## src/rafp_pkg.sv

```systemverilog
// Shared types, constants and helper functions for the RFID ASCII frame parser.
package rafp_pkg;

	localparam int TAG_CHARS   = 10;
	localparam int FRAME_CHARS = TAG_CHARS + 2;
	localparam int TAG_W       = 4 * TAG_CHARS;
	localparam int POS_W       = $clog2(FRAME_CHARS + 1);
	localparam int CSUM_BYTES  = (TAG_CHARS + 1) / 2;
	localparam int PAD_W       = 8 * CSUM_BYTES;
	localparam int TAG_OUT_W   = 40;
	localparam int QUEUE_DEPTH = 2;
	localparam int QPTR_W      = $clog2(QUEUE_DEPTH);
	localparam int QCNT_W      = $clog2(QUEUE_DEPTH + 1);

	localparam logic [7:0] STX_BYTE = 8'h02;
	localparam logic [7:0] ETX_BYTE = 8'h03;

	localparam logic [1:0] EV_FOUND = 2'd0;
	localparam logic [1:0] EV_ERROR = 2'd1;
	localparam logic [1:0] EV_GONE  = 2'd2;

	typedef enum logic [1:0] {
		CLS_CHAR = 2'd0,
		CLS_STX  = 2'd1,
		CLS_ETX  = 2'd2,
		CLS_TICK = 2'd3
	} item_cls_t;

	typedef struct packed {
		item_cls_t  cls;
		logic [3:0] digit;
		logic       hex_ok;
	} item_t;

	function automatic logic [7:0] tag_xor(input logic [TAG_W-1:0] tag);
		logic [PAD_W-1:0] padded;
		logic [7:0]       acc;
		padded = PAD_W'(tag);
		acc = 8'h00;
		for (int i = 0; i < CSUM_BYTES; i++) begin
			acc = acc ^ padded[8*i +: 8];
		end
		return acc;
	endfunction

	function automatic logic [TAG_OUT_W-1:0] tag_out(input logic [TAG_W-1:0] tag);
		logic [TAG_W+TAG_OUT_W-1:0] ext;
		ext = {{TAG_OUT_W{1'b0}}, tag};
		return ext[TAG_OUT_W-1:0];
	endfunction

endpackage

```

## src/rafp_front.sv

```systemverilog
// Input stage: classifies each beat, decodes hex digits and queues the result.
module rafp_front import rafp_pkg::*; (
	input  logic       clk,
	input  logic       arst_n,
	input  logic       in_valid,
	output logic       in_stall,
	input  logic       kind,
	input  logic [7:0] rx_byte,
	output logic       q_valid,
	output item_t      q_item,
	input  logic       q_pop
);

	item_t              mem_q [QUEUE_DEPTH];
	logic [QPTR_W-1:0]  wr_ptr_q;
	logic [QPTR_W-1:0]  rd_ptr_q;
	logic [QCNT_W-1:0]  count_q;
	item_t              cls_item;
	logic               push;

	always_comb begin
		cls_item.digit  = 4'h0;
		cls_item.hex_ok = 1'b0;
		if (kind) begin
			cls_item.cls = CLS_TICK;
		end else if (rx_byte == STX_BYTE) begin
			cls_item.cls = CLS_STX;
		end else if (rx_byte == ETX_BYTE) begin
			cls_item.cls = CLS_ETX;
		end else begin
			cls_item.cls = CLS_CHAR;
			case (rx_byte) inside
				[8'h30:8'h39]: begin
					cls_item.digit  = rx_byte[3:0];
					cls_item.hex_ok = 1'b1;
				end
				[8'h41:8'h46], [8'h61:8'h66]: begin
					cls_item.digit  = rx_byte[3:0] + 4'd9;
					cls_item.hex_ok = 1'b1;
				end
				default: begin
					cls_item.digit  = 4'h0;
					cls_item.hex_ok = 1'b0;
				end
			endcase
		end
	end

	assign in_stall = (count_q == QCNT_W'(QUEUE_DEPTH));
	assign push     = in_valid && !in_stall;
	assign q_valid  = (count_q != '0);
	assign q_item   = mem_q[rd_ptr_q];

	always_ff @(posedge clk) begin
		if (push) begin
			mem_q[wr_ptr_q] <= cls_item;
		end
	end

	always_ff @(posedge clk or negedge arst_n) begin
		if (!arst_n) begin
			wr_ptr_q <= '0;
			rd_ptr_q <= '0;
			count_q  <= '0;
		end else begin
			if (push) begin
				wr_ptr_q <= wr_ptr_q + 1'b1;
			end
			if (q_pop) begin
				rd_ptr_q <= rd_ptr_q + 1'b1;
			end
			if (push && !q_pop) begin
				count_q <= count_q + 1'b1;
			end else if (!push && q_pop) begin
				count_q <= count_q - 1'b1;
			end
		end
	end

endmodule

```

## src/rafp_back.sv

```systemverilog
// Frame state, checksum test, repeat filter and the output register.
module rafp_back import rafp_pkg::*; (
	input  logic                 clk,
	input  logic                 arst_n,
	input  logic                 q_valid,
	input  item_t                q_item,
	output logic                 q_pop,
	output logic                 out_valid,
	input  logic                 out_stall,
	output logic [1:0]           event_res,
	output logic [TAG_OUT_W-1:0] tag_value
);

	logic [POS_W-1:0]     pos_q;
	logic [TAG_W-1:0]     tag_q;
	logic [7:0]           csum_q;
	logic                 bad_q;
	logic [TAG_W-1:0]     last_q;
	logic                 last_v_q;
	logic                 out_valid_q;
	logic [1:0]           event_q;
	logic [TAG_OUT_W-1:0] tag_out_q;
	logic                 frame_bad;
	logic                 repeat_tag;
	logic                 emit;

	assign q_pop      = q_valid && (!out_valid_q || !out_stall);
	assign frame_bad  = (pos_q != POS_W'(FRAME_CHARS)) || bad_q || (tag_xor(tag_q) != csum_q);
	assign repeat_tag = last_v_q && (last_q == tag_q);
	assign emit       = q_pop && (((q_item.cls == CLS_TICK) && (pos_q != '0)) ||
	                              ((q_item.cls == CLS_ETX) && (frame_bad || !repeat_tag)));

	assign out_valid = out_valid_q;
	assign event_res = event_q;
	assign tag_value = tag_out_q;

	always_ff @(posedge clk or negedge arst_n) begin
		if (!arst_n) begin
			pos_q       <= '0;
			tag_q       <= '0;
			csum_q      <= '0;
			bad_q       <= 1'b0;
			last_q      <= '0;
			last_v_q    <= 1'b0;
			out_valid_q <= 1'b0;
			event_q     <= EV_FOUND;
			tag_out_q   <= '0;
		end else begin
			out_valid_q <= emit || (out_valid_q && out_stall);
			if (q_pop) begin
				case (q_item.cls)
					CLS_TICK: begin
						if (pos_q != '0) begin
							event_q     <= EV_GONE;
							tag_out_q   <= tag_out(tag_q);
							pos_q       <= '0;
							tag_q       <= '0;
							csum_q      <= '0;
							bad_q       <= 1'b0;
							last_q      <= '0;
							last_v_q    <= 1'b0;
						end
					end
					CLS_STX: begin
						pos_q  <= '0;
						tag_q  <= '0;
						csum_q <= '0;
						bad_q  <= 1'b0;
					end
					CLS_ETX: begin
						if (frame_bad) begin
							event_q     <= EV_ERROR;
							tag_out_q   <= tag_out(tag_q);
						end else if (!repeat_tag) begin
							event_q     <= EV_FOUND;
							tag_out_q   <= tag_out(tag_q);
							last_q      <= tag_q;
							last_v_q    <= 1'b1;
						end
					end
					default: begin
						if (pos_q < POS_W'(FRAME_CHARS)) begin
							if (!q_item.hex_ok) begin
								bad_q <= 1'b1;
							end
							if (pos_q < POS_W'(TAG_CHARS)) begin
								tag_q <= {tag_q[TAG_W-5:0], q_item.digit};
							end else begin
								csum_q <= {csum_q[3:0], q_item.digit};
							end
							pos_q <= pos_q + 1'b1;
						end
					end
				endcase
			end
		end
	end

endmodule

```

## src/rfid_ascii_frame_parser.sv

```systemverilog
// Top level of the RFID ASCII frame parser: input stage, queue and frame logic.
// An accepted beat is written into the front queue, and its result is held in the back stage's output register.
// Throughput: one beat per cycle while out_stall is low, set by the frame update in the back stage.
// A two-entry queue decouples input acceptance from output stalls.
// Asynchronous reset clears the queue, the frame state, the last reported tag
// and the output register.
module rfid_ascii_frame_parser import rafp_pkg::*; (
	input  logic                 clk,
	input  logic                 arst_n,
	input  logic                 in_valid,
	output logic                 in_stall,
	input  logic                 kind,
	input  logic [7:0]           rx_byte,
	output logic                 out_valid,
	input  logic                 out_stall,
	output logic [1:0]           event_res,
	output logic [TAG_OUT_W-1:0] tag_value
);

	logic  q_valid;
	logic  q_pop;
	item_t q_item;

	rafp_front u_front (
		.clk      (clk),
		.arst_n   (arst_n),
		.in_valid (in_valid),
		.in_stall (in_stall),
		.kind     (kind),
		.rx_byte  (rx_byte),
		.q_valid  (q_valid),
		.q_item   (q_item),
		.q_pop    (q_pop)
	);

	rafp_back u_back (
		.clk       (clk),
		.arst_n    (arst_n),
		.q_valid   (q_valid),
		.q_item    (q_item),
		.q_pop     (q_pop),
		.out_valid (out_valid),
		.out_stall (out_stall),
		.event_res (event_res),
		.tag_value (tag_value)
	);

endmodule

```

## config.mk

```make
export PLATFORM = sky130hd
export DESIGN_NAME = rfid_ascii_frame_parser
export DESIGN_NICKNAME = d
export VERILOG_FILES = /design/src/rafp_pkg.sv /design/src/rafp_front.sv /design/src/rafp_back.sv /design/src/rfid_ascii_frame_parser.sv
export SDC_FILE = /design/constraint.sdc
export NUM_CORES = 1
export LEC_CHECK = 0
export BUFFER_PORTS_ARGS = -buffer_cell sky130_fd_sc_hd__buf_4
export CAP_MARGIN = 20
export CORE_UTILIZATION = 25
export DETAILED_ROUTE_END_ITERATION = 6
export GPL_TIMING_DRIVEN = 0
export PLACE_DENSITY = 0.5
export RECOVER_POWER = 50
export SLEW_MARGIN = 20
export SYNTH_ARGS = -nofsm -noshare
export SYNTH_HDL_FRONTEND = slang
export SYNTH_SLANG_ARGS = --single-unit
```

## constraint.sdc

```tcl
create_clock -name clk -period 4.55 [get_ports clk]
set_clock_uncertainty 0.2 [all_clocks]
set_input_delay 0.91 -clock clk [delete_from_list [all_inputs] [get_ports clk]]
set_output_delay 0.91 -clock clk [all_outputs]
set_load 0.05 [all_outputs]
```

==> summary.txt, run 1 <==
Outcome
  • Outcome: finished with violations
  • Failing checks: max-capacitance violations, max-slew violations

Pwr
  • Power, Total: 6.54 mW
  • Clock Power Share: 0.213
  • Max rail drop VDD: 363 uV
  • Comb pwr share: 0.458
  • Power Density: 691 nW/um^2
  • Sequential share of power: 0.329
  • P_sw: 3.00 mW
  • Sw Share: 0.458
  • Pint: 3.54 mW
  • P_leak: 3.87 nW

Timing
  • Fmax: 296 MHz
  • Worst-Margin Slew: 1910 ps
  • # setup viols final: 0
  • Hold slack: 295 ps
  • Fin Setup TNS: 0 ps
  • PnR worst setup slack: 1170 ps
  • Fin. Hold Viols: 0
  • Slew Viols, Final: 70
  • Final worst path period share: 0.744
  • RSZ-0062 raised after global routing: no
  • Final worst path period need: 3380 ps
  • Slew margin rel.: -0.275

Synth
  • Yosys cell types: 49
  • Post-synth EDFFs: 14
  • Synth top cells by count: dfrtp_1, inv_1, o31ai_1
  • Most numerous cell in the Yosys netlist: dfrtp_1
  • Synthesized area: 8020 sq um
  • Post-synth top area share: 0.440
  • Post-Synthesis Cells: 744
  • Synth area leader: dfrtp_1
  • Post-synth top flop: dfrtp_1
  • Synth area leaders: dfrtp_1, o31ai_1, xnor2_1
  • Synth Net Count: 764
  • Post-synth ARST share: 0.910
  • Syn Area/Cell: 10.8 sq um
  • Sequential element share of the synthesized area: 0.493
  • FF+latch count, synth: 155
  • YS warnings: 0

Finish
  • Antenna cell count: 0
  • Util after Layout: 0.300
  • Fin nets: 840
  • Non-Filler Instances: 1235
  • Share of cells above drive strength 1: 0.140
  • Design area: 9470 sq um
  • Layout area overhead: 18.1%

GRT
  • Gr ovfl total: 0
  • First-pass GRT wire length: 37100 microns
  • Largest net degree at the start of global routing: 73
  • Gr usage total: 0.149
  • Initial antenna violation count: 0
  • Vias in the first global route: 6152

Clocking
  • Clock slew at the register clock pins of the worst setup and hold paths: 70 ps
  • H-tree level count: 4
  • Setup bufs post-CTS: 0
  • CTS Root Cell: clkbuf_16
  • TritonCTS clock tree: built
  • Num CTS Buffers: 17
  • Cts hold-fix bufs: 0
  • Clk_lat worst skew: 440 ps
  • TritonCTS Sinks: 155
  • # resized after CTS: 0
  • Clock buffer depth: 2

Place
  • Buffers on Ports: 56
  • Placed cell count: 1203
  • DPL Wire Length: 17100 microns
  • Setup slack after placement: 976 ps
  • Final Wtd Congestion: 0.812
  • Area after DPL: 8980 sq um

Drt
  • Initial DRC count: 545
  • Antenna Nets Post-Route: 0
  • Residual DRC count: 0
  • Routed WL per cell: 19.2 microns
  • Total number of vias: 6103
  • Routed WL: 23700 microns
  • Drt first pass iters: 5
  • Via density per instance: 4.94

Floorplan
  • Ports: 57
  • Initial core utilization: 0.254
  • Die width: 181 microns
  • Core box area: 31600 sq um
  • # rows: 65
  • Die height: 181 microns
  • Die Area: 32800 sq um

Setup path
  • Crit path DAT: 3530 ps
  • Worst R2R Start: u_front.rd_ptr_q
  • Slowest Stage Delay on Critical Path: 690 ps
  • Worst setup EP type: flip-flop
  • Crit path max fanout: 10
  • Top cell by count, worst path: buf_2
  • Startpoint class of the critical path: flip-flop
  • Crit path kind: flip-flop to flip-flop
  • WP data required: 4690 ps
  • Crit path max-delay cell type: mux2i_1
  • Worst path cell trace: buf_2 -> mux2i_1 -> nand3_1 -> nor4_1 -> and4_1 -> buf_2 -> nor3_1 -> clkbuf_1 -> o221ai_1
  • Internal reg-to-reg setup slack: 1170 ps
  • Reg-to-reg endpoint: u_back.last_q[10]
  • R2R depth: 9
  • Crit path from: u_front.rd_ptr_q
  • Crit path to: u_back.last_q[10]

Job
  • Max_cap viols: 1

Worst hold path
  • Hold crit path type: flip-flop to flip-flop
cells by family (layout without fill, tap and decap cells):
family | Yosys count | in the layout | share of synthesized area
DFF | 155 | 155 | 0.493
and+or+nand+nor | 146 | 146 | 0.0895
muxes | 12 | 12 | 0.0155
adders and majority gates | 7 | 7 | 0.0109
AOI/OAI and AO/OA | 195 | 195 | 0.212
xor gates and xnor gates | 80 | 80 | 0.0977
buffers and inverters | 149 | 238 | 0.0815
layout by cell type (no fill, tap or decap), drive strengths merged, types with 13 or more instances in the layout:
cell,Yosys,layout
xnor2,64,64
o31ai,80,80
clkbuf,43,79
o221ai,40,40
edfxtp,14,14
o32ai,40,40
nor2,13,13
buf,17,55
dfrtp,141,141
nand2,55,55
nand3,46,46
inv,89,94
worst min path at each step:
stage                                start                   end  cells after the start
after global routing      u_front.wr_ptr_q      u_front.wr_ptr_q                      1
after floorplan           u_front.wr_ptr_q      u_front.wr_ptr_q                      1
after detailed placement  u_front.wr_ptr_q      u_front.wr_ptr_q                      1
after CTS                           arst_n  u_back.tag_value[13]                      1
final                     u_front.wr_ptr_q      u_front.wr_ptr_q                      1
after global placement    u_front.wr_ptr_q      u_front.wr_ptr_q                      1
cell type report:
| cell class | instances | area [sq um] |
|---|---|---|
| buffer | 60 | 319 |
| clock buffer | 17 | 425 |
| clock inverter | 15 | 138 |
| fill | 3309 | 22100 |
| inverter | 89 | 334 |
| multi-input combinational | 440 | 3420 |
| sequential | 155 | 3950 |
| tap | 402 | 503 |
| timing repair buffer | 57 | 378 |
power groups by stage:
| stage | sequential, mW | clock, mW | combinational (mW) |
|---|---|---|---|
| after global routing | 2.21 | 1.48 | 3.24 |
| after CTS | 2.15 | 1.42 | 3.05 |
| after detailed placement | 2.18 | 0 | 3.04 |
| after global placement | 2.17 | 0 | 3.00 |
| final | 2.15 | 1.39 | 2.99 |
| after floorplan | 2.36 | 0 | 1.84 |
worst max-delay path, delay by kind of cell, from the launching register on:
kind | cells | cell delay (ps)
and+or+nand+nor | 4 | 890
buffers and inverters | 3 | 920
AOI/OAI and AO/OA | 1 | 270
muxes | 1 | 690
DFF | 1 | 320
registers in the layout, indices dropped and copies added, names as in the netlist, 2 cells and up:
| signal | count |
|---|---|
| u_back.pos_q | 4 |
| u_front.count_q | 2 |
| u_front.mem_q | 14 |
| u_back.last_q | 40 |
| u_back.tag_value | 40 |
| u_back.event_res | 2 |
| u_back.csum_q | 8 |
| u_back.tag_q | 40 |
per-layer routing:
layer | vias to the layer above | track usage | wire [microns]
li1 | 2870 | - | -
met1 | 3076 | 0.208 | 11300
met2 | 136 | 0.237 | 11200
met3 | 21 | 0.0266 | 931
met4 | 0 | 0.0380 | 293
met5 | - | 0 | 0
No activity file was read; power rests on OpenSTA's default activity.
==> inputs of run 2 (changes only) <==
PLACE_DENSITY = 0.51   (was 0.5)
clock period = 2.9 ns   (was 4.55 ns; I/O delays follow)
==> summary.txt, run 2 (same netlist as run 1, synthesis figures left out) <==
Floorplan
  • Ports: 57
  • Die width: 181 microns
  • Die height: 181 microns
  • # rows: 65
  • Initial core utilization: 0.254
  • Die Area: 32800 sq um
  • Core box area: 31600 sq um

Timing
  • RSZ-0062 raised after global routing: yes
  • Hold slack: 244 ps
  • Final worst path period need: 2870 ps
  • Slew Viols, Final: 70
  • Final worst path period share: 0.989
  • Slew margin rel.: -0.132
  • # setup viols final: 0
  • Worst-Margin Slew: 1700 ps
  • Fin. Hold Viols: 0
  • PnR worst setup slack: 31.3 ps
  • Fin Setup TNS: 0 ps
  • Fmax: 349 MHz

Finish
  • Antenna cell count: 0
  • Share of cells above drive strength 1: 0.175
  • Non-Filler Instances: 1241
  • Commonest non-fill, non-tap cell in the layout: dfrtp_1
  • Fin nets: 846
  • Layout area overhead: 20.2%
  • Commonest non-fill, non-tap cells in the layout: dfrtp_1, inv_1, o31ai_1
  • Util after Layout: 0.305
  • Filler instances: 3274

Clocking
  • Clock slew at the register clock pins of the worst setup and hold paths: 70 ps
  • CTS Root Cell: clkbuf_16
  • TritonCTS Sinks: 155
  • Clk_lat worst skew: 430 ps
  • Clock buffer depth: 2
  • TritonCTS clock tree: built
  • H-tree level count: 4
  • Num CTS Buffers: 17

GRT
  • Largest net degree at the start of global routing: 73
  • Initial antenna violation count: 0
  • First-pass GRT wire length: 37500 microns
  • Gr ovfl total: 0
  • Vias in the first global route: 6128
  • Gr usage total: 0.149

Drt
  • Drt first pass iters: 5
  • Routed WL: 23600 microns
  • Routed WL per cell: 19.0 microns
  • Antenna Nets Post-Route: 0
  • Via density per instance: 4.90
  • Residual DRC count: 0
  • Initial DRC count: 364
  • Total number of vias: 6075

Setup path
  • R2R depth: 9
  • Worst setup EP type: flip-flop
  • Worst R2R Start: u_back.tag_q[4]
  • WP data required: 3010 ps
  • Reg-to-reg endpoint: u_back.tag_value[36]
  • Startpoint class of the critical path: flip-flop
  • Internal reg-to-reg setup slack: 30 ps
  • Crit path max fanout: 10
  • Crit path kind: flip-flop to flip-flop
  • Crit path DAT: 2970 ps

Place
  • DPL Wire Length: 17000 microns
  • Placed cell count: 1203
  • Setup slack after placement: -463 ps
  • Buffers on Ports: 56
  • Final Wtd Congestion: 0.815

Pwr
  • Power Density: 1090 nW/um^2
  • Max rail drop VDD: 454 uV
  • P_leak: 3.94 nW

Worst hold path
  • Hold depth: 3
  • Worst Hold Launch: kind
  • Hold path endpoint: u_front.mem_q[1][5]
  • Hold crit path type: primary input to flip-flop

Outcome
  • Failing checks: max-capacitance violations, max-slew violations
  • Outcome: finished with violations

Job
  • Max_cap viols: 1
run 2: cell count changes in the layout (fill, tap and decap cells not counted), sizes merged:
cell,before,now
clkinvlp,2,5
inv,94,91
clkbuf,79,82
buf,55,59
dlygate4sd3,0,1
clkinv,7,5
run 2: per-layer routing:
layer	up-vias	track usage	part of all wire
met4	0	0.0285	0.010
met3	16	0.0288	0.043
li1	2875	-	-
met2	148	0.238	0.47
met5	-	0	0
met1	3036	0.210	0.48
run 2: where the power goes:
| group | total, mW | internal (mW) | switching, mW | leakage [nW] |
|---|---|---|---|---|
| sequential | 3.39 | 2.81 | 0.578 | 2.01 |
| combinational | 4.94 | 1.71 | 3.23 | 1.68 |
| clock | 2.15 | 1.19 | 0.959 | 0.256 |
run 2: worst max path at each step:
stage,start,endpoint,depth (start not counted)
4_1_cts,u_back.tag_q[36],u_back.tag_value[18],9
6_report,u_back.tag_q[4],u_back.tag_value[36],9
5_1_grt,u_back.tag_q[36],u_back.tag_value[25],9
3_5_place_dp,u_front.rd_ptr_q,u_back.last_q[15],9
3_3_place_gp,out_stall,u_front.count_q[1],9
2_1_floorplan,u_back.pos_q[1],u_back.tag_value[22],8
run 2: critical path, cell delays in order, from the launching register on:
cell and delay, ps:
dfrtp_2 470, xnor2_2 280, xnor2_2 190, mux2_2 380, or4_4 480, buf_6 160, and2_4 140, buf_6 140
buf_6 160, o32ai_1 150
run 2: through the flow:
stage / cell area [sq um] / power [mW]
global placement: 8940 / 8.13
CTS: 9630 / 10.5
floorplan: 8020 / 6.59
finish: 9630 / 10.5
detailed placement: 8980 / 8.18
global route: 9630 / 11.1
run 2: cell type report:
class	instances	area, sq um	area share
inverters	89	334	0.0347
clock inverters	13	121	0.0126
clock buffers	19	433	0.0449
flip-flops and latches	155	3950	0.410
repair buffers	63	418	0.0434
multi-input cells	440	3500	0.364
plain buffers	60	368	0.0382
well taps	402	503	0.0522
run 2: repair_timing:
action | 4_1_cts | 5_1_grt
pin swaps | 1 | 2
resized for setup | 16 | 28
buffers inserted | 3 | 2
hold buffers | 1 | 0
setup endpoints to repair | 91 | 84
hold endpoints to repair | 69 | 0
==> inputs of run 3 (changes only) <==
CTS_BUF_LIST = sky130_fd_sc_hd__clkbuf_8   (was default)
==> summary.txt, run 3 (same netlist as run 1, synthesis figures left out) <==
Setup path
  • WP data required: 3050 ps
  • Top cell by count, worst path: buf_6
  • Crit path max fanout: 10
  • Slowest Stage Delay on Critical Path: 480 ps
  • Worst path cell trace: xnor2_2 -> xnor2_2 -> mux2_2 -> or4_4 -> buf_6 -> and2_4 -> buf_6 -> buf_6 -> o32ai_1
  • Crit path kind: flip-flop to flip-flop
  • Top delay family on crit path: simple AND/OR/NAND/NOR gates
  • Startpoint class of the critical path: flip-flop
  • Worst setup EP type: flip-flop
  • Crit path DAT: 3020 ps
  • WP buf/inv: 3
  • Crit path max-delay cell type: dfrtp_2

Pwr
  • Pint: 5.24 mW
  • P_leak: 3.93 nW
  • Sequential share of power: 0.339
  • P_sw: 4.74 mW
  • Max rail drop VDD: 330 uV
  • Sw Share: 0.475
  • Clock Power Share: 0.158
  • Comb pwr share: 0.503
  • Power Density: 1050 nW/um^2

Outcome
  • Failing checks: max-capacitance violations, max-slew violations
  • Outcome: finished with violations

Finish
  • Commonest non-fill, non-tap cell in the layout: dfrtp_1
  • Layout area overhead: 19.0%
  • Fin nets: 848
  • Util after Layout: 0.302
  • Commonest non-fill, non-tap cells in the layout: dfrtp_1, inv_1, o31ai_1
  • Antenna cell count: 0
  • Design area: 9540 sq um
  • Share of cells above drive strength 1: 0.196

Floorplan
  • Ports: 57
  • Die height: 181 microns
  • Initial core utilization: 0.254
  • Die Area: 32800 sq um
  • Die width: 181 microns
  • Core box area: 31600 sq um
  • # rows: 65

Drt
  • Routed WL per cell: 19.1 microns
  • Drt first pass iters: 5
  • Routed WL: 23700 microns
  • Initial DRC count: 367
  • Antenna Nets Post-Route: 0
  • Residual DRC count: 0
  • Via density per instance: 4.92
  • Total number of vias: 6111

Clocking
  • CTS Root Cell: clkbuf_8
  • TritonCTS clock tree: built
  • Clock slew at the register clock pins of the worst setup and hold paths: 100 ps
  • Num CTS Buffers: 17
  • H-tree level count: 4
  • TritonCTS Sinks: 155
  • Clk_lat worst skew: 460 ps
  • Clock buffer depth: 2

Timing
  • Final worst path period share: 0.991
  • Fmax: 348 MHz
  • Worst-Margin Slew: 1710 ps
  • Slew margin rel.: -0.142
  • PnR worst setup slack: 27.2 ps
  • Slew Viols, Final: 70
  • Hold slack: 210 ps
  • RSZ-0062 raised after global routing: yes
  • Final worst path period need: 2870 ps
  • Fin. Hold Viols: 0
  • # setup viols final: 0

Place
  • Setup slack after placement: -463 ps
  • DPL Wire Length: 17000 microns
  • Area after DPL: 8980 sq um
  • Buffers on Ports: 56
  • Final Wtd Congestion: 0.815

GRT
  • Largest net degree at the start of global routing: 73
  • Gr ovfl total: 0
  • Initial antenna violation count: 0
  • First-pass GRT wire length: 37500 microns
  • Gr usage total: 0.149
  • Vias in the first global route: 6145

Job
  • Max_cap viols: 1

Worst hold path
  • Hold crit path type: primary input to flip-flop
-- run 3: final timing paths --
kind / depth (start not counted) / slack, ps / end / startpoint
hold / removal: 3 / 210 / u_front.mem_q[1][5] / kind
min in group asynchronous: 2 / 880 / u_back.tag_value[12] / arst_n
setup / recovery: 9 / 30 / u_back.tag_value[22] / u_back.tag_q[4]
max in group asynchronous: 2 / 440 / u_back.tag_q[36] / arst_n
hold reg to reg: 1 / 310 / u_front.wr_ptr_q / u_front.wr_ptr_q
setup reg to reg: 9 / 30 / u_back.tag_value[22] / u_back.tag_q[4]
-- run 3: metal layers --
metal / GRT usage / wire (microns)
met5: 0 / 0
met4: 0.0339 / 287
met3: 0.0298 / 917
met2: 0.238 / 11200
met1: 0.208 / 11300
-- run 3: stage by stage --
stage | power [mW] | TNS, ps | instances
after global routing | 10.6 | -117 | 1243
final | 9.98 | 0 | 1243
after global placement | 8.13 | -33870 | 1202
after detailed placement | 8.18 | -31960 | 1203
after floorplan | 6.59 | 0 | 744
after CTS | 9.90 | 0 | 1240
-- run 3: final cells by class --
cell class,instances,area (sq um)
timing repair buffer,65,470
sequential,155,3950
multi-input combinational,440,3540
clock inverter,15,129
tap,402,503
clock buffer,17,234
inverter,89,334
buffer,60,368
fill,3272,22000
-- run 3: power by group through the flow --
stage	Sequential (mW)	Combinational [mW]	Clock [mW]
after floorplan	3.71	2.89	0
after global placement	3.39	4.74	0
after detailed placement	3.41	4.77	0
after CTS	3.38	4.91	1.61
after global routing	3.47	5.41	1.69
final	3.39	5.02	1.57
-- run 3: worst reg2reg max path: cells and delay by family, from the launching register on --
kind,cells,cell delay (ps)
and+or+nand+nor,2,620
DFF,1,480
xor gates and xnor gates,2,480
buffers and inverters,3,460
muxes,1,380
AOI/OAI and AO/OA,1,140
-- run 3: timing repair --
action,CTS,global route
hold endpoints to repair,69,0
hold buffers,1,0
gates resized for setup,17,34
pin swaps,1,1
setup endpoints to repair,91,84
setup buffers,4,3
